**src/sv/ela3d_pkg.sv**
```systemverilog
package ela3d_pkg;

    // input coordinates and edge vectors
    localparam int COORD_W   = 32;
    localparam int FRAC_BITS = 16;
    localparam int EDGE_W    = COORD_W + 1;
    localparam int OUT_W     = 40;

    // shared multiplier and accumulators
    localparam int MUL_W  = 34;
    localparam int PROD_W = 2 * MUL_W;

    // angle path
    localparam int SHR_W  = 31;            // shrunk component, magnitude below 2^30
    localparam int CRS_W  = 62;            // cross and dot magnitudes
    localparam int ROOT_W = PROD_W / 2;    // square root digits
    localparam int CORD_W = 44;            // cordic x and y
    localparam int ANG_W  = 44;            // angle accumulator, 2^-32 degree units
    localparam int CORDIC_STEPS = 32;
    localparam int STEP_W = $clog2(CORDIC_STEPS);

    localparam int FIFO_DEPTH = 2;

    localparam logic signed [ANG_W-1:0] DEG90  = ANG_W'(64'sd386547056640);
    localparam logic signed [ANG_W-1:0] DEG180 = ANG_W'(64'sd773094113280);
    localparam logic [63:0] DEG_PER_RAD = 64'd246083499208;

    typedef enum logic [1:0] {
        MODE_LEN   = 2'd0,
        MODE_STORE = 2'd1,
        MODE_ANGLE = 2'd2,
        MODE_NONE  = 2'd3
    } mode_t;

    typedef enum logic [1:0] {
        OP_LEN,
        OP_ANGLE,
        OP_FAIL
    } op_t;

    typedef logic signed [EDGE_W-1:0] edge_t;
    typedef logic signed [SHR_W-1:0]  shr_t;

    // one queued job: stored edge f and current edge e
    typedef struct packed {
        op_t   op;
        edge_t ex;
        edge_t ey;
        edge_t ez;
        edge_t fx;
        edge_t fy;
        edge_t fz;
    } job_t;

    function automatic logic [EDGE_W-1:0] edge_mag(input edge_t v);
        logic [EDGE_W-1:0] m;
        m = v[EDGE_W-1] ? EDGE_W'(-v) : EDGE_W'(v);
        return m;
    endfunction

    // right shift that brings every component below 2^30
    function automatic logic [1:0] shrink_shift(input logic [EDGE_W-1:0] orm);
        logic [1:0] s;
        if (orm[EDGE_W-1])
            s = 2'd3;
        else if (orm[EDGE_W-2])
            s = 2'd2;
        else if (orm[EDGE_W-3])
            s = 2'd1;
        else
            s = 2'd0;
        return s;
    endfunction

    // magnitude truncated by the shift, sign put back
    function automatic shr_t shrink_comp(input edge_t v, input logic [1:0] s);
        logic [EDGE_W-1:0] q;
        shr_t r;
        q = edge_mag(v) >> s;
        r = shr_t'(q[SHR_W-1:0]);
        return v[EDGE_W-1] ? -r : r;
    endfunction

    // atan(2^-i) in 2^-32 degree units
    function automatic logic signed [ANG_W-1:0] step_angle(input logic [STEP_W-1:0] i);
        logic [63:0] t;
        logic signed [ANG_W-1:0] r;
        t = 64'd0;
        unique case (i)
            5'd0:  r = ANG_W'(64'sd193273528320);
            5'd1:  r = ANG_W'(64'sd114096026022);
            5'd2:  r = ANG_W'(64'sd60285206653);
            5'd3:  r = ANG_W'(64'sd30601712202);
            5'd4:  r = ANG_W'(64'sd15360239180);
            5'd5:  r = ANG_W'(64'sd7687607525);
            5'd6:  r = ANG_W'(64'sd3844741810);
            5'd7:  r = ANG_W'(64'sd1922488225);
            5'd8:  r = ANG_W'(64'sd961258780);
            5'd9:  r = ANG_W'(64'sd480631223);
            5'd10: r = ANG_W'(64'sd240315841);
            5'd11: r = ANG_W'(64'sd120157949);
            5'd12: r = ANG_W'(64'sd60078978);
            5'd13: r = ANG_W'(64'sd30039490);
            5'd14: r = ANG_W'(64'sd15019745);
            5'd15: r = ANG_W'(64'sd7509872);
            default:
            begin
                // small angles: deg per rad scaled by 2^-i, rounded
                t = (DEG_PER_RAD + (64'd1 << (i - 5'd1))) >> i;
                r = ANG_W'(t);
            end
        endcase
        return r;
    endfunction

endpackage

```
**src/sv/ela3d_fifo.sv**
```systemverilog
module ela3d_fifo (
    input  logic             clk,
    input  logic             rst_n,
    input  logic             push,
    input  ela3d_pkg::job_t  push_job,
    input  logic             pop,
    output ela3d_pkg::job_t  head,
    output logic             full,
    output logic             empty
);
    import ela3d_pkg::*;

    localparam int PTR_W = (FIFO_DEPTH > 1) ? $clog2(FIFO_DEPTH) : 1;
    localparam int CNT_W = $clog2(FIFO_DEPTH + 1);

    job_t             mem_reg [FIFO_DEPTH];
    logic [PTR_W-1:0] wr_ptr_reg, rd_ptr_reg;
    logic [CNT_W-1:0] count_reg;

    assign full  = count_reg == CNT_W'(FIFO_DEPTH);
    assign empty = count_reg == '0;
    assign head  = mem_reg[rd_ptr_reg];

    always_ff @(posedge clk)
    begin
        if (push)
            mem_reg[wr_ptr_reg] <= push_job;
    end

    always_ff @(posedge clk or negedge rst_n)
    begin
        if (!rst_n)
        begin
            wr_ptr_reg <= '0;
            rd_ptr_reg <= '0;
            count_reg  <= '0;
        end
        else
        begin
            if (push)
                wr_ptr_reg <= (wr_ptr_reg == PTR_W'(FIFO_DEPTH - 1)) ? '0 : wr_ptr_reg + 1'b1;
            if (pop)
                rd_ptr_reg <= (rd_ptr_reg == PTR_W'(FIFO_DEPTH - 1)) ? '0 : rd_ptr_reg + 1'b1;
            if (push && !pop)
                count_reg <= count_reg + 1'b1;
            else if (pop && !push)
                count_reg <= count_reg - 1'b1;
        end
    end

endmodule

```
**config.mk**
```make
export PLATFORM = sky130hd
export DESIGN_NAME = ela3d_fifo
export DESIGN_NICKNAME = d
export VERILOG_FILES = /design/src/sv/ela3d_pkg.sv /design/src/sv/ela3d_fifo.sv
export SDC_FILE = /design/constraint.sdc
export NUM_CORES = 1
export LEC_CHECK = 0
export ABC_AREA = 1
export BUFFER_PORTS_ARGS = -buffer_cell sky130_fd_sc_hd__clkbuf_2
export CAP_MARGIN = 25
export CORE_MARGIN = 8
export CORE_UTILIZATION = 49
export CTS_BUF_LIST = sky130_fd_sc_hd__clkbuf_4
export DETAILED_ROUTE_END_ITERATION = 16
export GPL_TIMING_DRIVEN = 0
export PLACE_DENSITY = 0.88
export SLEW_MARGIN = 20
export SYNTH_ARGS = -nofsm -noshare
export SYNTH_HDL_FRONTEND = slang
export SYNTH_SLANG_ARGS = --single-unit
```
**constraint.sdc**
```tcl
create_clock -name clk -period 8.5 [get_ports clk]
set_input_delay 1.7 -clock clk [delete_from_list [all_inputs] [get_ports clk]]
set_output_delay 1.7 -clock clk [all_outputs]
set_load 0.05 [all_outputs]
```
# After elaboration in Yosys (flattened, before gate mapping)
# Memories as Yosys holds them, arrays and structs flattened.
# Index checks and enable logic that the tools add are counted.
# word_totals
register_bits	4
ramBits	400
out_inout_bits	202
wordCells	21
memories	1
# classes
addsub	4
eq_ne	1
n_mux	6
n_reduce_logical	6
# memory_table
memory	depth	word_bits	rd	rd_ports_with_merged_regs	write_ports	line	rtl
mem_reg	2	200	1	0	1	ela3d_fifo.sv:16	job_t mem_reg [FIFO_DEPTH];
# op_table
op	n
1-bit two-way mux	4
2-bit two-way mux	2
1-bit adder, second input constant	2
2-bit by 1-bit adder with 2-bit output, second input constant	1
2-bit == test, second input constant	1
1-bit logical AND	2
1-bit logical NOT	2
2-bit logical NOT	1
2-bit nonzero test	1
2-bit by 1-bit subtractor with 2-bit output, second input constant	1

# Longest topological paths before layout
# depth
depth_word	4
ltp_mapped	7
mapped_depth_nobuf	7

# Least setup slack after synthesis
# OpenSTA, ideal clock, no wires.
# synth_timing
kind	input to register
startpoint	in push
endpoint	mem mem_reg[0][0] in the netlist's numbering, enable pin
arrival_ns	10.098
setup_slack_ns	-2.367
path_stages	2
n_path_buf	0
path_cell_list	inv_1 nor2_1
# synth_via
elab_chain_cells	2
# synth_rtl
element	line	rtl
start, declared	ela3d_fifo.sv:4	input logic push,
1-bit two-way mux	ela3d_fifo.sv:26	if (push)
1-bit two-way mux (not written as such)	ela3d_fifo.sv:27	mem_reg[wr_ptr_reg] <= push_job;
end, declared	ela3d_fifo.sv:16	
# Every way passes these cells.

==> summary.md <==
| Metric | Value |
|---|---|
| Area taken by multi-input logic gates | `2340 um2` |
| Max-slew headroom at the worst pin | `58.8%` |
| Biggest cell delay along the critical path | `0.42 ns` |
| Total of hold buffers inserted after clock tree synthesis | `0` |
| Outcome | `complete, no violations` |
| Total of buffers placed on input and output ports | `405` |
| Initial cell density of the core | `49.6%` |
| Number of max-capacitance violations reported | `0` |
| Worst EP required | `6.80 ns` |
| Post-synth EDFFs | `400` |
| Critical path peak fanout | `10` |
| Hold-critical path depth | `1` |
| Number of clock buffers inserted by TritonCTS | `96` |
| Final HPWL DP | `24.5 mm` |
| Cell count along the critical path | `4` |
| Number of global-route vias before repair | `8,954` |
| Reg2Reg Depth | `5` |
| Critical path launch point type | `flop` |
| Die Y-Extent | `189 um` |
| CP dominant cell by count | `buf_6` |
| Most used flip-flop cell after synthesis | `edfxtp_1` |
| Buffers inserted by post-CTS timing repair | `0` |
| Worst reg-to-reg setup slack | `6.42 ns` |
| Critical Path AT | `2.14 ns` |
| Flip-flop and latch area | `12,100 um2` |
| Final global-route overflow total | `0` |
| Width of the chip | `189 um` |
| Distinct cell type count after synthesis | `13` |
| Pin count of the biggest net entering global routing | `91` |
| Global Route Usage Sum | `18.7%` |
| Number of H-tree levels | `3` |
| Sequential-to-total area share from yosys stat | `82.3%` |
| CP Launch Point | `rd_ptr_reg$_DFFE_PN0P_` |
| Summed instance area of the synthesized netlist | `14,700 um2` |
| Detailed router's first-iteration violation count | `372` |
| Power density over the cells | `397 nW/um2` |
| Most area-consuming cells after synthesis | `edfxtp_1 (82%), mux2_2 (15%), buf_6 (1.6%)` |
| Proportion of synthesized flip-flops having asynchronous set or reset | `0.990%` |
| Fmax | `0.260 GHz` |
| Placer's final routability congestion estimate | `0.762` |
| Setup ws final | `4.66 ns` |
| DR pass1 iterations | `5` |
| Post-route DRC violation count | `0` |
| Min Tclk post-route | `3.84 ns` |
| Aggregate negative setup slack | `0 ns` |
| Layout net count | `1,365` |
| Maximum clock path buffer count | `3` |
| Standard-cell rows | `63` |
| Final setup viols | `0` |
| Switching power summed over all nets | `3.11 mW` |
| Clock group share of total power | `20.3%` |
| Layout Area Growth over Synthesis | `26.9%` |
| Leakage power total | `7.28 nW` |
| Max stage delay cell, worst path | `dfrtp_1` |
| Transition time at the pin with the least slew margin | `0.616 ns` |
| Path class of the lowest-slack min-delay path | `reg2reg` |
| Capture instance of the worst register-to-register path | `mem_reg[0][3]$_DFFE_PP_` |
| Dominant delay contributor by cell family on the critical path | `buffers and inverters` |
| Cell breakdown of the critical path | `buf_6, buf_6, mux2_2, clkbuf_2` |
| Final Hold Violating Endpoints | `0` |
| Setup repair after global routing missed its margin | `false` |
| Path type of the worst setup path | `reg2out` |
| Max Slew Vio Count | `0` |
| Part of the cycle the worst path needs | `45.2%` |
| Global-route wire length before repair | `51.0 mm` |
| Routed wirelength normalized by instance count | `21.4 um` |
| Clock transition at the registers of the reported paths | `0.06 ns` |
| Fraction of layout instances using a drive strength above 1 | `63.9%` |
| Nets in the synthesized netlist | `852` |
| Number of flip-flops in the largest register | `400` |
| Yosys synthesis warning count | `0` |
| Core footprint | `29,600 um2` |
| Worst vdd ir | `0.282 mV` |
| CTS resizes | `0` |
| Total of flip-flops plus latches after synthesis | `404` |
| Initial antenna violation count | `2` |
| Internal | `4.29 mW` |
| IO Pins | `406` |
| TritonCTS clock tree | `done` |
| Library cell occupying the most area in the post-synthesis netlist | `edfxtp_1` |
| Mean cell area of the mapped netlist | `22.7 um2` |
| Filler Cells Inserted | `2,031` |
| Via total after detailed routing | `8,105` |
| Aggregate routed wire length | `34.6 mm` |
| Via-per-instance ratio | `5.01` |
| Most common cell in the synthesized netlist | `edfxtp_1` |
| Cell at the root of the clock tree | `clkbuf_4` |
| Worst-case clock skew | `0.0476 ns` |
| Crit path to | `head[70]` |
| Pre-CTS WS | `4.91 ns` |
| Sequential group share of total power | `36.9%` |
| Most instantiated cells after synthesis | `edfxtp_1 (400), mux2_2 (200), buf_6 (21)` |
| Part of the power in combinational logic | `42.9%` |
| Sw frac | `42.0%` |
| Origin of the critical flop-to-flop path | `wr_ptr_reg$_DFFE_PN0P_` |
| Insertion delay to the later sink of the worst-skew pair | `0.70 ns` |
| Remaining number of nets flagged by the antenna check after routing | `0` |
| Clock tree sinks | `404` |
| Portion of synthesized cell area occupied by the leading cell type | `81.6%` |
| Number of cells produced by synthesis | `647` |
| Worst Setup End Kind | `output pin` |
| Die footprint | `35,800 um2` |
| Combined buffer and inverter count along the critical path | `3` |
-- layout by cell type, fill, tap and decap left out, types with 2 or more instances in the layout --
master	count
buf_16	5
clkinv_1	20
buf_6	21
xor2_1	2
clkbuf_4	136
mux2_2	200
nor2_1	2
edfxtp_1	400
dfrtp_1	4
inv_1	6
clkbuf_2	405
clkinv_2	4
nand2_1	5
buf_12	5
inv_6	2
-- cell type report --
type                    instances  area share, %
clock buffers                 136           5.47
flip-flops and latches        404           64.9
diodes                          1         0.0134
well taps                     390           2.61
plain buffers                  22           1.29
clock inverters                30          0.871
inverters                       7          0.181
multi-input cells             214           12.5
repair buffers                415           12.1
-- how the worst min path moves through the flow --
stage / start / end / slack (ns)
after global placement: count_reg[1]$_DFFE_PN0P_ / count_reg[1]$_DFFE_PN0P_ / 0.49
after global routing: wr_ptr_reg$_DFFE_PN0P_ / wr_ptr_reg$_DFFE_PN0P_ / 0.57
after CTS: wr_ptr_reg$_DFFE_PN0P_ / wr_ptr_reg$_DFFE_PN0P_ / 0.55
final: wr_ptr_reg$_DFFE_PN0P_ / wr_ptr_reg$_DFFE_PN0P_ / 0.54
after detailed placement: wr_ptr_reg$_DFFE_PN0P_ / wr_ptr_reg$_DFFE_PN0P_ / 0.53
after floorplan: count_reg[1]$_DFFE_PN0P_ / count_reg[1]$_DFFE_PN0P_ / 0.46
-- kinds of logic after synthesis --
| family | Yosys count | share of synthesized area, % |
|---|---|---|
| xor gates and xnor gates | 3 | 0.179 |
| adders and majority gates | 1 | 0.0850 |
| buffers and inverters | 29 | 1.82 |
| DFF | 404 | 82.3 |
| muxes | 200 | 15.3 |
| and+or+nand+nor | 10 | 0.281 |
-- stage by stage --
step | std cells | total power, mW | hold WS (ns) | util (%) | cell area [um2]
3_5_place_dp | 1452 | 5.96 | 0.534 | 59.0 | 17500
2_1_floorplan | 647 | 5.22 | 0.463 | - | 14700
3_3_place_gp | 1442 | 5.95 | 0.491 | 58.1 | 17200
5_1_grt | 1619 | 7.71 | 0.570 | 63.0 | 18700
4_1_cts | 1618 | 7.50 | 0.546 | 63.0 | 18700
6_report | 1619 | 7.40 | 0.541 | 63.0 | 18700
-- metal layers --
metal,track usage (%),vias up,routed length [um]
met3,8.43,53,4060
met5,0,-,9
met4,6.10,2,671
li1,-,3668,-
met2,32.8,428,17600
met1,19.8,3954,12300
-- worst reg2reg max path: stages, from the launching register on --
cell     delay, ns
dfrtp_1       0.42
nor2_4        0.52
buf_16        0.24
buf_16        0.20
buf_12        0.22
buf_16        0.20
-- power by group through the flow --
stage / sequential (mW) / combinational (mW) / clock (mW)
4_1_cts: 2.73 / 3.21 / 1.55
5_1_grt: 2.76 / 3.31 / 1.65
3_3_place_gp: 2.87 / 3.08 / 0
2_1_floorplan: 2.81 / 2.41 / 0
3_5_place_dp: 2.77 / 3.19 / 0
6_report: 2.73 / 3.17 / 1.50
Power figures use the tool's default switching activity.
