**config.mk**
```make
export PLATFORM = sky130hd
export DESIGN_NAME = ela3d_front
export DESIGN_NICKNAME = d
export VERILOG_FILES = /design/src/sv/ela3d_pkg.sv /design/src/sv/ela3d_front.sv
export SDC_FILE = /design/constraint.sdc
export NUM_CORES = 1
export LEC_CHECK = 0
export ABC_AREA = 1
export BUFFER_PORTS_ARGS = -buffer_cell sky130_fd_sc_hd__clkbuf_2
export CORE_MARGIN = 2
export CORE_UTILIZATION = 43
export DETAILED_ROUTE_END_ITERATION = 16
export GPL_ROUTABILITY_DRIVEN = 0
export HOLD_SLACK_MARGIN = 0.12
export MAX_ROUTING_LAYER = met4
export PLACE_DENSITY = 0.7
export REMOVE_ABC_BUFFERS = 1
export SLEW_MARGIN = 20
export SYNTH_ARGS = -nofsm -noshare
export SYNTH_HDL_FRONTEND = slang
export SYNTH_SLANG_ARGS = --single-unit
```
**constraint.sdc**
```tcl
create_clock -name clk -period 6.15 [get_ports clk]
set_input_delay 0.615 -clock clk [delete_from_list [all_inputs] [get_ports clk]]
set_output_delay 0.615 -clock clk [all_outputs]
set_load 0.1 [all_outputs]
```
**src/sv/ela3d_pkg.sv**
```systemverilog
package ela3d_pkg;

    // input coordinates and edge vectors
    localparam int COORD_W   = 32;
    localparam int FRAC_BITS = 16;
    localparam int EDGE_W    = COORD_W + 1;
    localparam int OUT_W     = 40;

    // shared multiplier and accumulators
    localparam int MUL_W  = 34;
    localparam int PROD_W = 2 * MUL_W;

    // angle path
    localparam int SHR_W  = 31;            // shrunk component, magnitude below 2^30
    localparam int CRS_W  = 62;            // cross and dot magnitudes
    localparam int ROOT_W = PROD_W / 2;    // square root digits
    localparam int CORD_W = 44;            // cordic x and y
    localparam int ANG_W  = 44;            // angle accumulator, 2^-32 degree units
    localparam int CORDIC_STEPS = 32;
    localparam int STEP_W = $clog2(CORDIC_STEPS);

    localparam int FIFO_DEPTH = 2;

    localparam logic signed [ANG_W-1:0] DEG90  = ANG_W'(64'sd386547056640);
    localparam logic signed [ANG_W-1:0] DEG180 = ANG_W'(64'sd773094113280);
    localparam logic [63:0] DEG_PER_RAD = 64'd246083499208;

    typedef enum logic [1:0] {
        MODE_LEN   = 2'd0,
        MODE_STORE = 2'd1,
        MODE_ANGLE = 2'd2,
        MODE_NONE  = 2'd3
    } mode_t;

    typedef enum logic [1:0] {
        OP_LEN,
        OP_ANGLE,
        OP_FAIL
    } op_t;

    typedef logic signed [EDGE_W-1:0] edge_t;
    typedef logic signed [SHR_W-1:0]  shr_t;

    // one queued job: stored edge f and current edge e
    typedef struct packed {
        op_t   op;
        edge_t ex;
        edge_t ey;
        edge_t ez;
        edge_t fx;
        edge_t fy;
        edge_t fz;
    } job_t;

    function automatic logic [EDGE_W-1:0] edge_mag(input edge_t v);
        logic [EDGE_W-1:0] m;
        m = v[EDGE_W-1] ? EDGE_W'(-v) : EDGE_W'(v);
        return m;
    endfunction

    // right shift that brings every component below 2^30
    function automatic logic [1:0] shrink_shift(input logic [EDGE_W-1:0] orm);
        logic [1:0] s;
        if (orm[EDGE_W-1])
            s = 2'd3;
        else if (orm[EDGE_W-2])
            s = 2'd2;
        else if (orm[EDGE_W-3])
            s = 2'd1;
        else
            s = 2'd0;
        return s;
    endfunction

    // magnitude truncated by the shift, sign put back
    function automatic shr_t shrink_comp(input edge_t v, input logic [1:0] s);
        logic [EDGE_W-1:0] q;
        shr_t r;
        q = edge_mag(v) >> s;
        r = shr_t'(q[SHR_W-1:0]);
        return v[EDGE_W-1] ? -r : r;
    endfunction

    // atan(2^-i) in 2^-32 degree units
    function automatic logic signed [ANG_W-1:0] step_angle(input logic [STEP_W-1:0] i);
        logic [63:0] t;
        logic signed [ANG_W-1:0] r;
        t = 64'd0;
        unique case (i)
            5'd0:  r = ANG_W'(64'sd193273528320);
            5'd1:  r = ANG_W'(64'sd114096026022);
            5'd2:  r = ANG_W'(64'sd60285206653);
            5'd3:  r = ANG_W'(64'sd30601712202);
            5'd4:  r = ANG_W'(64'sd15360239180);
            5'd5:  r = ANG_W'(64'sd7687607525);
            5'd6:  r = ANG_W'(64'sd3844741810);
            5'd7:  r = ANG_W'(64'sd1922488225);
            5'd8:  r = ANG_W'(64'sd961258780);
            5'd9:  r = ANG_W'(64'sd480631223);
            5'd10: r = ANG_W'(64'sd240315841);
            5'd11: r = ANG_W'(64'sd120157949);
            5'd12: r = ANG_W'(64'sd60078978);
            5'd13: r = ANG_W'(64'sd30039490);
            5'd14: r = ANG_W'(64'sd15019745);
            5'd15: r = ANG_W'(64'sd7509872);
            default:
            begin
                // small angles: deg per rad scaled by 2^-i, rounded
                t = (DEG_PER_RAD + (64'd1 << (i - 5'd1))) >> i;
                r = ANG_W'(t);
            end
        endcase
        return r;
    endfunction

endpackage

```
**src/sv/ela3d_front.sv**
```systemverilog
module ela3d_front (
    input  logic                  clk,
    input  logic                  rst_n,
    input  logic                  start,
    input  logic                  full,
    input  logic [1:0]            mode,
    input  logic signed [31:0]    start_x,
    input  logic signed [31:0]    start_y,
    input  logic signed [31:0]    start_z,
    input  logic signed [31:0]    end_x,
    input  logic signed [31:0]    end_y,
    input  logic signed [31:0]    end_z,
    input  logic                  points_valid,
    output logic                  push,
    output ela3d_pkg::job_t       job
);
    import ela3d_pkg::*;

    edge_t fx_reg, fy_reg, fz_reg;
    logic  fvalid_reg;
    edge_t ex, ey, ez;
    logic  accept;
    logic  e_nz, f_nz;

    assign accept = start && !full;

    assign ex = edge_t'(end_x) - edge_t'(start_x);
    assign ey = edge_t'(end_y) - edge_t'(start_y);
    assign ez = edge_t'(end_z) - edge_t'(start_z);

    assign e_nz = (ex | ey | ez) != '0;
    assign f_nz = (fx_reg | fy_reg | fz_reg) != '0;

    // only length and angle words produce a result
    assign push = accept && (mode == MODE_LEN || mode == MODE_ANGLE);

    always_comb
    begin
        job.ex = ex;
        job.ey = ey;
        job.ez = ez;
        job.fx = fx_reg;
        job.fy = fy_reg;
        job.fz = fz_reg;
        if (mode == MODE_LEN)
            job.op = points_valid ? OP_LEN : OP_FAIL;
        else
            job.op = (points_valid && fvalid_reg && e_nz && f_nz) ? OP_ANGLE : OP_FAIL;
    end

    always_ff @(posedge clk or negedge rst_n)
    begin
        if (!rst_n)
        begin
            fx_reg     <= '0;
            fy_reg     <= '0;
            fz_reg     <= '0;
            fvalid_reg <= 1'b0;
        end
        else if (accept && mode == MODE_STORE)
        begin
            fx_reg     <= ex;
            fy_reg     <= ey;
            fz_reg     <= ez;
            fvalid_reg <= points_valid;
        end
    end

endmodule

```
Yosys cells after proc, flatten, opt, wreduce, memory -nomap -nowiden. Index checks and enable logic that the tools add are counted.

ROM bits: 0. Flip-flop bits (word level): 100. Memories kept: 0. Output and inout port bits: 201. Memory bits (writable): 0. Logic and storage cells: 27. Bits in latches: 0. Input bits: 199.

Bitwise logic cells: 4. Multiplexer cells: 3. Shifts and indexed selects: 0. Div/mod/pow operators: 0. Eq/ne operators: 2. Magnitude comparators: 0. Reduce and logical (&&, ||, !) cells: 11. Add/sub/neg operators: 3. Multipliers: 0.

Operators by type and width (number): 33-bit bitwise OR (4); 32-bit by 32-bit subtractor with 33-bit output (3); 33-bit nonzero test (2); 1-bit logical AND (6); 2-bit two-way mux (3); 2-bit by 1-bit == test with 1-bit output (second input constant) (1); 2-bit == test (second input constant) (1); 2-bit logical NOT (1); 1-bit logical NOT (1); 1-bit logical OR (1).

Logic depth before layout (Yosys ltp). Gate-level depths: netlist of the first run.

Depth in word-level cells: 8. Mapped depth: 21. Mapped depth without buffers: 21.

Worst setup path before layout of the first run. Ideal clock, no wire load.

Path kind: input -> output. From: input end_y[0]. To: output job[199] (netlist bit). Arrival: 4.525 ns. Path slack: 1.010 ns. Buffers on the path: 0. Stages: 20. Required time: 5.535 ns. Cell sequence: inv_1 ha_1 fa_1 inv_1 nand3_1 nand2_2 nand2_1 nand2_1 nand2_1 nand2_1 nand2_1 nand3_1 nand2_1 nor2_1 nand2_1 nor2_1 nand2_1 nor2_1 nand3_1 a21oi_1.

RTL lines: start: declaration (RTL line ela3d_front.sv:11) `input logic signed [31:0] end_y,`; end: declaration (RTL line ela3d_front.sv:15) `output ela3d_pkg::job_t job`.

==> results.txt, run 1 <==
----------------------------------------------------
[STA]
  Post-route minimum period ... approximately 4.3 ns
  Post-route worst hold slack ... 0.155 ns
  Count of final max-slew check failures ... 0
  Fin crit share ... 70.2%
  Clock tree skew after final layout ... 0 ns
  Number of endpoints with negative hold slack in the final report ... 0
  Setup repair after global routing missed its margin ... false
  Final setup violation count ... 0
  Worst-Margin Slew ... approximately 0.87 ns
  Maximum clock frequency ... 231 MHz
  Fin Setup TNS ... 0 ns
  Final WS setup ... approximately 1.8 ns
  Max transition margin ... 42.3%

[Global routing]
  Number of global-route vias before repair ... 13400
  Largest net degree at the start of global routing ... between 90 and 100
  Number of antenna violations at the first check in global routing ... 0
  Overall routing resource usage ... ~32%
  Overflow after GRT ... 0
  Global-route wire length before repair ... 70500 microns

[Route]
  Routed wire length per instance ... 16.2 microns
  Number of optimization iterations in the first detailed-route pass ... 9
  Number of nets with antenna violations after detailed routing ... 0
  Routed WL ... 47100 microns
  Overall via count from detail_route ... 14800
  DR vias/cell ... 5.10
  DRC marker count from the first detailed-route iteration ... roughly 1500
  # DRC ... 0

[Die]
  Std-Cell Rows ... 61
  Die width ... 171 microns
  Die boundary height ... 171 microns
  Full die area ... 29300 sq um
  Number of top-level pins ... 400
  Initial core utilization ... around 43%
  Std-Cell Core Area ... 27600 sq um

[Worst setup path]
  CP dominant cell by count ... sky130_fd_sc_hd__nor2_1
  R2r endpoint ... fy_reg[6]$_DFFE_PN0P_
  Setup crit start kind ... input port
  Cells along the critical path ... clkbuf_2 -> inv_1 -> ha_1 -> fa_1 -> nand4_1 -> nor3_1 -> nand2_1 -> nor2_1 -> nand2_1 -> nor2_1 -> nand3_1 -> nor2_1 -> nand3_1 -> nor2_1 -> nand3_1 -> a21oi_1 -> clkbuf_2
  Data required time at the worst endpoint ... 5.53 ns
  Worst setup EP type ... output pin
  Delay contributed by the slowest stage of the critical path ... 0.70 ns
  Reg2reg start ... fy_reg[6]$_DFFE_PN0P_
  Class of the most critical setup path ... input port to output pin
  Register-to-register setup slack ... ~5.3 ns
  Highest fanout seen on the critical path ... 4
  Signal arrival time at the worst endpoint ... 3.70 ns
  Worst reg2reg path depth ... 2
  Cell at the slowest stage of the critical path ... sky130_fd_sc_hd__fa_1

[Synthesis]
  Post-synthesis sequential element count ... 100
  Dominant cell by count in the synthesized netlist ... sky130_fd_sc_hd__nand2_1
  Top cells by instance count after synthesis ... sky130_fd_sc_hd__nand2_1, sky130_fd_sc_hd__inv_1, sky130_fd_sc_hd__nor2_1
  Post-synth cell types ... 34
  Main flop type after synthesis ... sky130_fd_sc_hd__dfrtp_1
  Synth area leader ... sky130_fd_sc_hd__nand2_1
  Number of enable-type register cells in the synthesized netlist ... 0
  Synth async-reset ratio ... between 90% and 100%
  Top post-synthesis cells by area ... sky130_fd_sc_hd__nand2_1, sky130_fd_sc_hd__dfrtp_1, sky130_fd_sc_hd__inv_1, sky130_fd_sc_hd__ha_1, sky130_fd_sc_hd__nor2_1
  Synthesis warning total ... 0
  Summed instance area of the synthesized netlist ... between 10000 and 15000 sq um
  Post-synthesis average cell area ... 5.65 sq um
  Share of the synthesized area in the top cell type ... 22.9%
  Sequential-to-total area share from yosys stat ... 20.9%
  Number of standard cells after synthesis ... 2124

[Placed design]
  Total placed cells including tap cells ... slightly below 3000
  Pre-CTS WS ... 1.86 ns
  Final HPWL DP ... 40600 microns
  Quantity of I/O buffers inserted on ports ... around 400

[Clock tree]
  Number of buffers created by CTS ... 9
  Post-CTS setup buffer count ... 0
  Number of sinks driven by the clock tree ... 100
  Number of hold-repair buffers added at the cts stage ... 0
  H-tree levels ... 3
  CTS resizes ... 0
  Max clock buf depth ... 2
  Clock slew seen by the registers of the worst setup and hold paths ... 0.08 ns
  Cell at the root of the clock tree ... sky130_fd_sc_hd__clkbuf_16
  TritonCTS clock tree ... done
  Worst skew pair latency ... 0.35 ns

[Layout]
  Layout fillers ... approximately 2900
  Fraction of final layout cells sized beyond drive strength 1 ... 18.8%
  Count of non-filler cells in the finished layout ... 2901
  Nets ... 2815
  P&R area growth vs syn ... 22.8%

[Pwr]
  Power density over cell area ... 359 nW/um^2
  Leakage ... 9.14 nW
  Worst voltage drop across the vdd grid ... 0.202 mV

[Run status]
  Run status ... finished, final reports clean

[Min path]
  Class of the most critical hold timing path ... input port to async pin

[Job]
  Number of maximum-capacitance violations ... 0

----------------------------------------------------
==> how the worst max path moves through the flow <==
stage	from	end	slack, ns	cells past startpoint
finish	end_y[0]	job[199]	1.83	17
global route	end_x[0]	job[199]	1.57	22
CTS	end_y[0]	job[199]	1.85	17
detailed placement	end_y[0]	job[199]	1.86	17
global placement	end_y[0]	job[199]	1.90	17
floorplan	full	fvalid_reg$_DFFE_PN0P_	-2.36	3
==> layout by cell type, fill, tap and decap left out, types with 28 or more instances in the layout <==
| cell | n |
|---|---|
| sky130_fd_sc_hd__a31oi_1 | 47 |
| sky130_fd_sc_hd__nor2_1 | 225 |
| sky130_fd_sc_hd__nand4_1 | 28 |
| sky130_fd_sc_hd__nand2_1 | 732 |
| sky130_fd_sc_hd__clkbuf_2 | 398 |
| sky130_fd_sc_hd__inv_1 | 461 |
| sky130_fd_sc_hd__a21oi_1 | 72 |
| sky130_fd_sc_hd__nand3_1 | 117 |
| sky130_fd_sc_hd__ha_1 | 96 |
| sky130_fd_sc_hd__dfrtp_1 | 100 |
| sky130_fd_sc_hd__o21ai_0 | 68 |
==> report_power, final <==
part           internal, W  switching, W
Combinational     0.000583       0.00306
Sequential        0.000819      0.000232
Clock             0.000299      0.000297
Total              0.00170       0.00359
==> stage by stage <==
step	util [%]	power (W)	cell area, sq um
CTS	53.3	0.00527	14700
global placement	52.2	0.00465	14400
finish	53.4	0.00529	14700
floorplan	-	0.00387	11900
global route	53.3	0.00551	14700
detailed placement	52.2	0.00468	14400
==> routing by layer <==
layer	GRT usage [%]	wire [microns]
met4	13.6	2080
met1	39.3	19600
met2	52.4	21200
met3	5.30	4240
met5	-	0
==> cells by family after synthesis <==
group,synth area share (%)
AO/OA/AOI/OAI,9.39
AND/OR/NAND/NOR,42.4
adder cells (fa/ha/maj),10.5
XOR/XNOR,1.61
flip-flops,20.9
buffers and inverters,15.2
==> worst max-delay path: cells and delay by family <==
family	cells	cell delay (ns)
adders and majority gates	2	1.00
and+or+nand+nor	11	1.37
buffers and inverters	3	0.57
AOI/OAI and AO/OA	1	0.14
==> area by class of cell <==
cell class / count / area [sq um] / area share (%)
Inverter: 465 / 1750 / 11.8
Clock inverter: 6 / 62.6 / 0.424
Tap cell: 378 / 473 / 3.21
Clock buffer: 10 / 239 / 1.62
Multi-Input combinational cell: 1538 / 7680 / 52.1
Sequential cell: 100 / 2500 / 17.0
Timing Repair Buffer: 403 / 2030 / 13.8
Antenna cell: 1 / 2.50 / 0.0170
Power figures use the tool's default switching activity.
==> run 2, diff against run 1 <==
PLACE_DENSITY = 0.73   (was 0.7)
clock period = 3.9 ns   (was 6.15 ns; I/O delays follow)
==> run 2 against run 1 <==
Compared with the run above: clock skew did not move; count of clock-buffer cells in the layout did not move; final area rose by 0.65%; sequential share of layout area fell by 0.11 points; sequential power rose by 59%; register-to-register slack got worse by 2.3 ns; highest routed layer unchanged; via count rose by 0.95%; first-iteration DRC count rose by 3.9%; non-clock buffer count rose by 11; cell count rose by 0.38%.
==> results.txt, run 2 (synthesis gave the netlist of run 1 again) <==
----------------------------------------------------
[Clock tree]
  Max clock buf depth ... 2 (unchanged)
  Worst skew pair latency ... 0.35 ns (about the same)
  Number of sinks driven by the clock tree ... 100 (unchanged)
  Number of buffers created by CTS ... 9 (unchanged)
  Cell at the root of the clock tree ... sky130_fd_sc_hd__clkbuf_16
  Clock slew seen by the registers of the worst setup and hold paths ... 0.07 ns (about the same)
  H-tree levels ... 3 (unchanged)
  TritonCTS clock tree ... done

[Layout]
  Commonest cells after routing, fill and taps aside ... sky130_fd_sc_hd__nand2_1, sky130_fd_sc_hd__inv_1, sky130_fd_sc_hd__clkbuf_2
  P&R area growth vs syn ... 23.6%
  Fraction of final layout cells sized beyond drive strength 1 ... 19.1% (+0.31 points)
  Layout fillers ... 2951 (+1.5%)
  Nets ... 2826 (+0.39%)
  Footprint of the multi-input gates ... 7690 sq um (about the same)
  Most frequent standard cell in the layout excluding fill and tap cells ... sky130_fd_sc_hd__nand2_1
  Area of all placed cells without fillers ... 14800 sq um (+0.65%)
  Sequential cell area ... 2500 sq um (unchanged)

[Worst setup path]
  Highest fanout seen on the critical path ... 3 (-1)
  Setup crit start kind ... input port
  CP dominant cell by count ... sky130_fd_sc_hd__nor2_1
  Worst setup EP type ... output pin
  Class of the most critical setup path ... input port to output pin
  Cells along the critical path ... clkbuf_2 -> inv_1 -> ha_1 -> fa_2 -> nand4_1 -> nor3_1 -> nand2_1 -> nor2_1 -> nand2_1 -> nor2_1 -> nand3_1 -> nor2_1 -> nand3_1 -> nor2_1 -> nand3_1 -> a21oi_1 -> buf_12
  Crit path launch ... end_y[0]
  Reg2reg start ... fx_reg[15]$_DFFE_PN0P_
  Delay contributed by the slowest stage of the critical path ... 0.69 ns (about the same)
  CP Buf/Inv Count ... 3 (unchanged)
  Signal arrival time at the worst endpoint ... 3.28 ns (-0.42 ns)
  Data required time at the worst endpoint ... 3.51 ns (-2.02 ns)
  Cell at the slowest stage of the critical path ... sky130_fd_sc_hd__fa_2
  Crit-path leading delay family ... simple AND/OR/NAND/NOR gates

[Global routing]
  Number of antenna violations at the first check in global routing ... 1 (+1)
  Global-route wire length before repair ... 71100 microns (+0.87%)
  Overall routing resource usage ... 32.5% (+0.38 points)
  Largest net degree at the start of global routing ... 58 (-39%)
  Number of global-route vias before repair ... 13400 (-0.30%)
  Overflow after GRT ... 0 (unchanged)

[STA]
  Final setup violation count ... 0 (unchanged)
  Fin crit share ... about 94%
  Setup repair after global routing missed its margin ... false
  Post-route minimum period ... 3.67 ns
  Clock tree skew after final layout ... 0 ns (unchanged)
  Worst-Margin Slew ... 0.857 ns (-0.00843 ns)
  Count of final max-slew check failures ... 0 (unchanged)
  Final WS setup ... 0.234 ns (-1.60 ns)
  Post-route worst hold slack ... 0.321 ns (+0.166 ns)
  Number of endpoints with negative hold slack in the final report ... 0 (unchanged)
  Maximum clock frequency ... 273 MHz
  Max transition margin ... 42.8% (+0.48 points)

[Placed design]
  Final HPWL DP ... 41200 microns (+1.3%)
  Area after DPL ... 14500 sq um (+0.73%)
  Pre-CTS WS ... 0.213 ns (-1.64 ns)
  Quantity of I/O buffers inserted on ports ... 399 (unchanged)

[Die]
  Std-Cell Rows ... 61 (unchanged)
  Die boundary height ... 171 microns (unchanged)
  Number of top-level pins ... 400 (unchanged)
  Die width ... 171 microns (unchanged)
  Std-Cell Core Area ... 27600 sq um (unchanged)
  Full die area ... 29300 sq um (unchanged)
  Initial core utilization ... 43.4% (unchanged)

[Route]
  DRC marker count from the first detailed-route iteration ... 1530 (+3.9%)
  Number of nets with antenna violations after detailed routing ... 0 (unchanged)
  Number of optimization iterations in the first detailed-route pass ... 6 (-3)
  Routed WL ... 47600 microns (+1.0%)
  DR vias/cell ... 5.13 (+0.57%)
  Routed wire length per instance ... 16.3 microns (+0.63%)
  Overall via count from detail_route ... 14900 (+0.95%)
  # DRC ... 0 (unchanged)

[Job]
  Number of maximum-capacitance violations ... 0 (unchanged)

[Pwr]
  Final Power ... 0.00836 W (+58%)
  Power density over cell area ... 564 nW/um^2 (+57%)
  Worst voltage drop across the vdd grid ... 0.325 mV (+61%)
  Leakage ... 9.20 nW (+0.56%)

[Run status]
  Run status ... finished, final reports clean

[Min path]
  Class of the most critical hold timing path ... input port to register
  Startpoint of the tightest hold check path ... points_valid

----------------------------------------------------
==> run 2: cell types whose count changed in the layout (fill, tap and decap cells not counted) <==
cell and change:
sky130_fd_sc_hd__buf_4 +11, sky130_fd_sc_hd__clkinv_4 +2, sky130_fd_sc_hd__clkbuf_2 -2, sky130_fd_sc_hd__fa_1 -1
sky130_fd_sc_hd__clkbuf_8 -1, sky130_fd_sc_hd__buf_12 +2, sky130_fd_sc_hd__buf_6 -1, sky130_fd_sc_hd__clkinv_8 -1
sky130_fd_sc_hd__clkbuf_1 +1, sky130_fd_sc_hd__fa_2 +1, sky130_fd_sc_hd__dlygate4sd3_1 +1, sky130_fd_sc_hd__inv_6 -1
==> run 2: layout make-up <==
cell class                      count  share of cell area [%]
Timing Repair Buffer              414                    14.5
Inverter                          465                    11.8
Tap cell                          378                    3.19
Multi-Input combinational cell   1538                    51.8
Clock buffer                       10                    1.54
Antenna cell                        1                  0.0169
Sequential cell                   100                    16.9
Clock inverter                      6                   0.371
==> run 2: power breakdown <==
part           internal [W]  total (W)  switching (W)  leakage (nW)
logic              0.000952    0.00579        0.00484          7.86
clock network      0.000449   0.000907       0.000458         0.140
registers           0.00129    0.00167       0.000378          1.19
total               0.00269    0.00836        0.00567          9.20
==> run 2: stage by stage <==
step,TNS (ns),util [%],instances
6_report,0,53.7,2912
5_1_grt,0,53.7,2912
4_1_cts,0,53.7,2911
3_5_place_dp,0,52.6,2894
3_3_place_gp,0,52.6,2894
2_1_floorplan,-297.93,-,2103
==> run 2: path summary, 6_finish.rpt <==
path	slack [ns]	to	depth (start not counted)
hold reg to reg	0.51	fvalid_reg$_DFFE_PN0P_	2
min in group asynchronous	0.62	fz_reg[29]$_DFFE_PN0P_	2
max in group asynchronous	2.40	fx_reg[16]$_DFFE_PN0P_	3
hold / removal	0.32	fvalid_reg$_DFFE_PN0P_	3
setup / recovery	0.23	job[199]	17
setup reg to reg	3.03	fx_reg[15]$_DFFE_PN0P_	2
==> run 2: routing by layer <==
layer	share of wire, %	GRT usage [%]	vias up
li1	-	-	7377
met1	40	39.2	6636
met2	45	52.5	781
met3	9.2	5.46	133
met4	5.3	16.4	0
met5	0	-	-
==> run 2: what timing repair did <==
| item | in CTS | in global routing |
|---|---|---|
| hold endpoints to repair | 46 | 0 |
| setup buffers | 0 | 0 |
| gates resized for setup | 0 | 1 |
| hold buffers | 1 | 0 |
| endpoints found under the setup margin | 0 | 1 |
==> run 2: worst reg2reg max path: cells and delay by family, from the launching register on <==
kind	cells	cell delay [ns]
AOI/OAI and AO/OA	1	0.17
and+or+nand+nor	1	0.09
DFF	1	0.52
==> run 3, diff against run 2 <==
MAX_ROUTING_LAYER = unset   (was met4)
==> run 3 against run 2 <==
Compared with the run above: clock skew did not move; combinational power barely moved; maximum frequency fell by 0.82%; register-to-register slack barely moved; cell count about the same; final area hardly changed; clock power is essentially flat; routed wire length is 0.12% lower; via count grew 0.12%; first-iteration DRC count down 4.7%; count of clock-buffer cells in the layout is the same.
==> results.txt, run 3 (synthesis gave the netlist of run 1 again) <==
----------------------------------------------------
[Clock tree]
  Number of buffers created by CTS ... 9 (unchanged)
  Max clock buf depth ... 2 (unchanged)
  Cell at the root of the clock tree ... sky130_fd_sc_hd__clkbuf_16
  Clock slew seen by the registers of the worst setup and hold paths ... 0.07 ns (about the same)
  TritonCTS clock tree ... done
  H-tree levels ... 3 (unchanged)
  Number of sinks driven by the clock tree ... 100 (unchanged)
  Worst skew pair latency ... 0.35 ns (about the same)

[Die]
  Die boundary height ... 171 microns (unchanged)
  Number of top-level pins ... 400 (unchanged)
  Full die area ... 29300 sq um (unchanged)
  Initial core utilization ... 43.4% (unchanged)
  Std-Cell Rows ... 61 (unchanged)
  Die width ... 171 microns (unchanged)
  Std-Cell Core Area ... 27600 sq um (unchanged)

[STA]
  Maximum clock frequency ... 271 MHz (-0.82%)
  Worst-Margin Slew ... 0.867 ns (+0.0102 ns)
  Final setup violation count ... 0 (unchanged)
  Post-route minimum period ... 3.70 ns (+0.0302 ns)
  Count of final max-slew check failures ... 0 (unchanged)
  Setup repair after global routing missed its margin ... false
  Fin crit share ... 94.8% (+0.78 points)
  Number of endpoints with negative hold slack in the final report ... 0 (unchanged)
  Max transition margin ... 42.1% (-0.68 points)
  Clock tree skew after final layout ... 0 ns (unchanged)
  Post-route worst hold slack ... 0.318 ns (-0.00274 ns)
  Fin Setup TNS ... 0 ns (unchanged)

[Worst setup path]
  Register-to-register setup slack ... 3.04 ns (about the same)
  Class of the most critical setup path ... input port to output pin
  Setup crit start kind ... input port
  Worst setup EP type ... output pin
  Worst Setup EP ... job[199]
  Crit path launch ... end_y[0]
  Reg2reg start ... fx_reg[15]$_DFFE_PN0P_
  Worst reg2reg path depth ... 2 (unchanged)
  Signal arrival time at the worst endpoint ... 3.31 ns (+0.03 ns)
  Data required time at the worst endpoint ... 3.51 ns (about the same)
  R2r endpoint ... fx_reg[15]$_DFFE_PN0P_
  Highest fanout seen on the critical path ... 3 (unchanged)

[Layout]
  Inserted Diodes ... 0 (-1)
  Layout fillers ... 2950 (-0.034%)
  Commonest cells after routing, fill and taps aside ... sky130_fd_sc_hd__nand2_1, sky130_fd_sc_hd__inv_1, sky130_fd_sc_hd__clkbuf_2
  P&R area growth vs syn ... 23.6% (about the same)
  Sequential cell area ... 2500 sq um (unchanged)
  Footprint of the multi-input gates ... 7690 sq um (unchanged)
  Fraction of final layout cells sized beyond drive strength 1 ... 19.1% (unchanged)
  Most frequent standard cell in the layout excluding fill and tap cells ... sky130_fd_sc_hd__nand2_1
  Nets ... 2826 (unchanged)

[Route]
  DRC marker count from the first detailed-route iteration ... 1458 (-4.7%)
  DR vias/cell ... 5.13 (+0.15%)
  # DRC ... 0 (unchanged)
  Routed wire length per instance ... 16.3 microns (about the same)
  Routed WL ... 47500 microns (-0.12%)
  Overall via count from detail_route ... 14900 (+0.12%)
  Number of optimization iterations in the first detailed-route pass ... 6 (unchanged)
  Number of nets with antenna violations after detailed routing ... 0 (unchanged)

[Global routing]
  Number of global-route vias before repair ... 13400 (+0.067%)
  Global-route wire length before repair ... 70900 microns (-0.22%)
  Number of antenna violations at the first check in global routing ... 1 (unchanged)
  Overall routing resource usage ... 31.5% (-0.98 points)
  Largest net degree at the start of global routing ... 58 (unchanged)
  Overflow after GRT ... 0 (unchanged)

[Placed design]
  Final HPWL DP ... 41200 microns (unchanged)
  Quantity of I/O buffers inserted on ports ... 399 (unchanged)

[Pwr]
  Power density over cell area ... 563 nW/um^2 (about the same)
  Leakage ... 9.20 nW (unchanged)
  Worst voltage drop across the vdd grid ... 0.325 mV (about the same)

[Run status]
  Run status ... finished, final reports clean

[Min path]
  Class of the most critical hold timing path ... input port to register

[Job]
  Number of maximum-capacitance violations ... 0 (unchanged)

----------------------------------------------------
run 3: cell type report:
type / count / share of cell area (%)
well taps: 378 / 3.19
repair buffers: 414 / 14.5
clock inverters: 6 / 0.371
flip-flops and latches: 100 / 16.9
inverters: 465 / 11.8
clock buffers: 10 / 1.54
multi-input cells: 1538 / 51.8
run 3: what timing repair did:
action                                  4_1_cts  5_1_grt
buffers inserted                              0        0
gates resized for setup                       0        1
endpoints found under the hold margin        46        0
hold buffers                                  1        0
endpoints found under the setup margin        0        1
run 3: worst max-delay path: stages:
cell and delay (ns):
sky130_fd_sc_hd__clkbuf_2 0.09, sky130_fd_sc_hd__inv_1 0.04, sky130_fd_sc_hd__ha_1 0.30, sky130_fd_sc_hd__fa_2 0.68, sky130_fd_sc_hd__nand4_1 0.10, sky130_fd_sc_hd__nor3_1 0.22, sky130_fd_sc_hd__nand2_1 0.08, sky130_fd_sc_hd__nor2_1 0.13
sky130_fd_sc_hd__nand2_1 0.06, sky130_fd_sc_hd__nor2_1 0.13, sky130_fd_sc_hd__nand3_1 0.09, sky130_fd_sc_hd__nor2_1 0.17, sky130_fd_sc_hd__nand3_1 0.10, sky130_fd_sc_hd__nor2_1 0.14, sky130_fd_sc_hd__nand3_1 0.12, sky130_fd_sc_hd__a21oi_1 0.24
sky130_fd_sc_hd__buf_12 0.21
run 3: layer usage:
metal	track usage [%]	vias to the layer above	part of all wire, %
met5	0	-	0.019
met4	15.9	2	5.3
met3	5.78	134	9.3
met2	52.6	790	45
met1	38.8	6636	40
li1	-	7383	-
run 3: power by group:
group | internal (W) | switching [W] | total [W]
combinational | 0.000952 | 0.00484 | 0.00579
clock | 0.000449 | 0.000457 | 0.000905
sequential | 0.00129 | 0.000372 | 0.00166
run 3: through the flow:
stage | cell area [sq um] | setup WS [ns] | total power (W) | cells | util [%]
5_1_grt | 14800 | 0.0479 | 0.00870 | 2911 | 53.7
3_5_place_dp | 14500 | 0.213 | 0.00743 | 2894 | 52.6
3_3_place_gp | 14500 | 0.258 | 0.00739 | 2894 | 52.6
4_1_cts | 14800 | 0.203 | 0.00833 | 2911 | 53.7
2_1_floorplan | 11900 | -4.38 | 0.00611 | 2103 | -
6_report | 14800 | 0.204 | 0.00836 | 2911 | 53.7
run 3: worst min-delay path by stage:
stage	slack (ns)	endpoint	cells past startpoint	from
global route	0.34	fvalid_reg$_DFFE_PN0P_	3	points_valid
CTS	0.31	fvalid_reg$_DFFE_PN0P_	3	points_valid
finish	0.32	fvalid_reg$_DFFE_PN0P_	3	points_valid
detailed placement	0.47	fz_reg[29]$_DFFE_PN0P_	1	rst_n
global placement	0.47	fvalid_reg$_DFFE_PN0P_	2	fvalid_reg$_DFFE_PN0P_
floorplan	0.09	fvalid_reg$_DFFE_PN0P_	0	rst_n
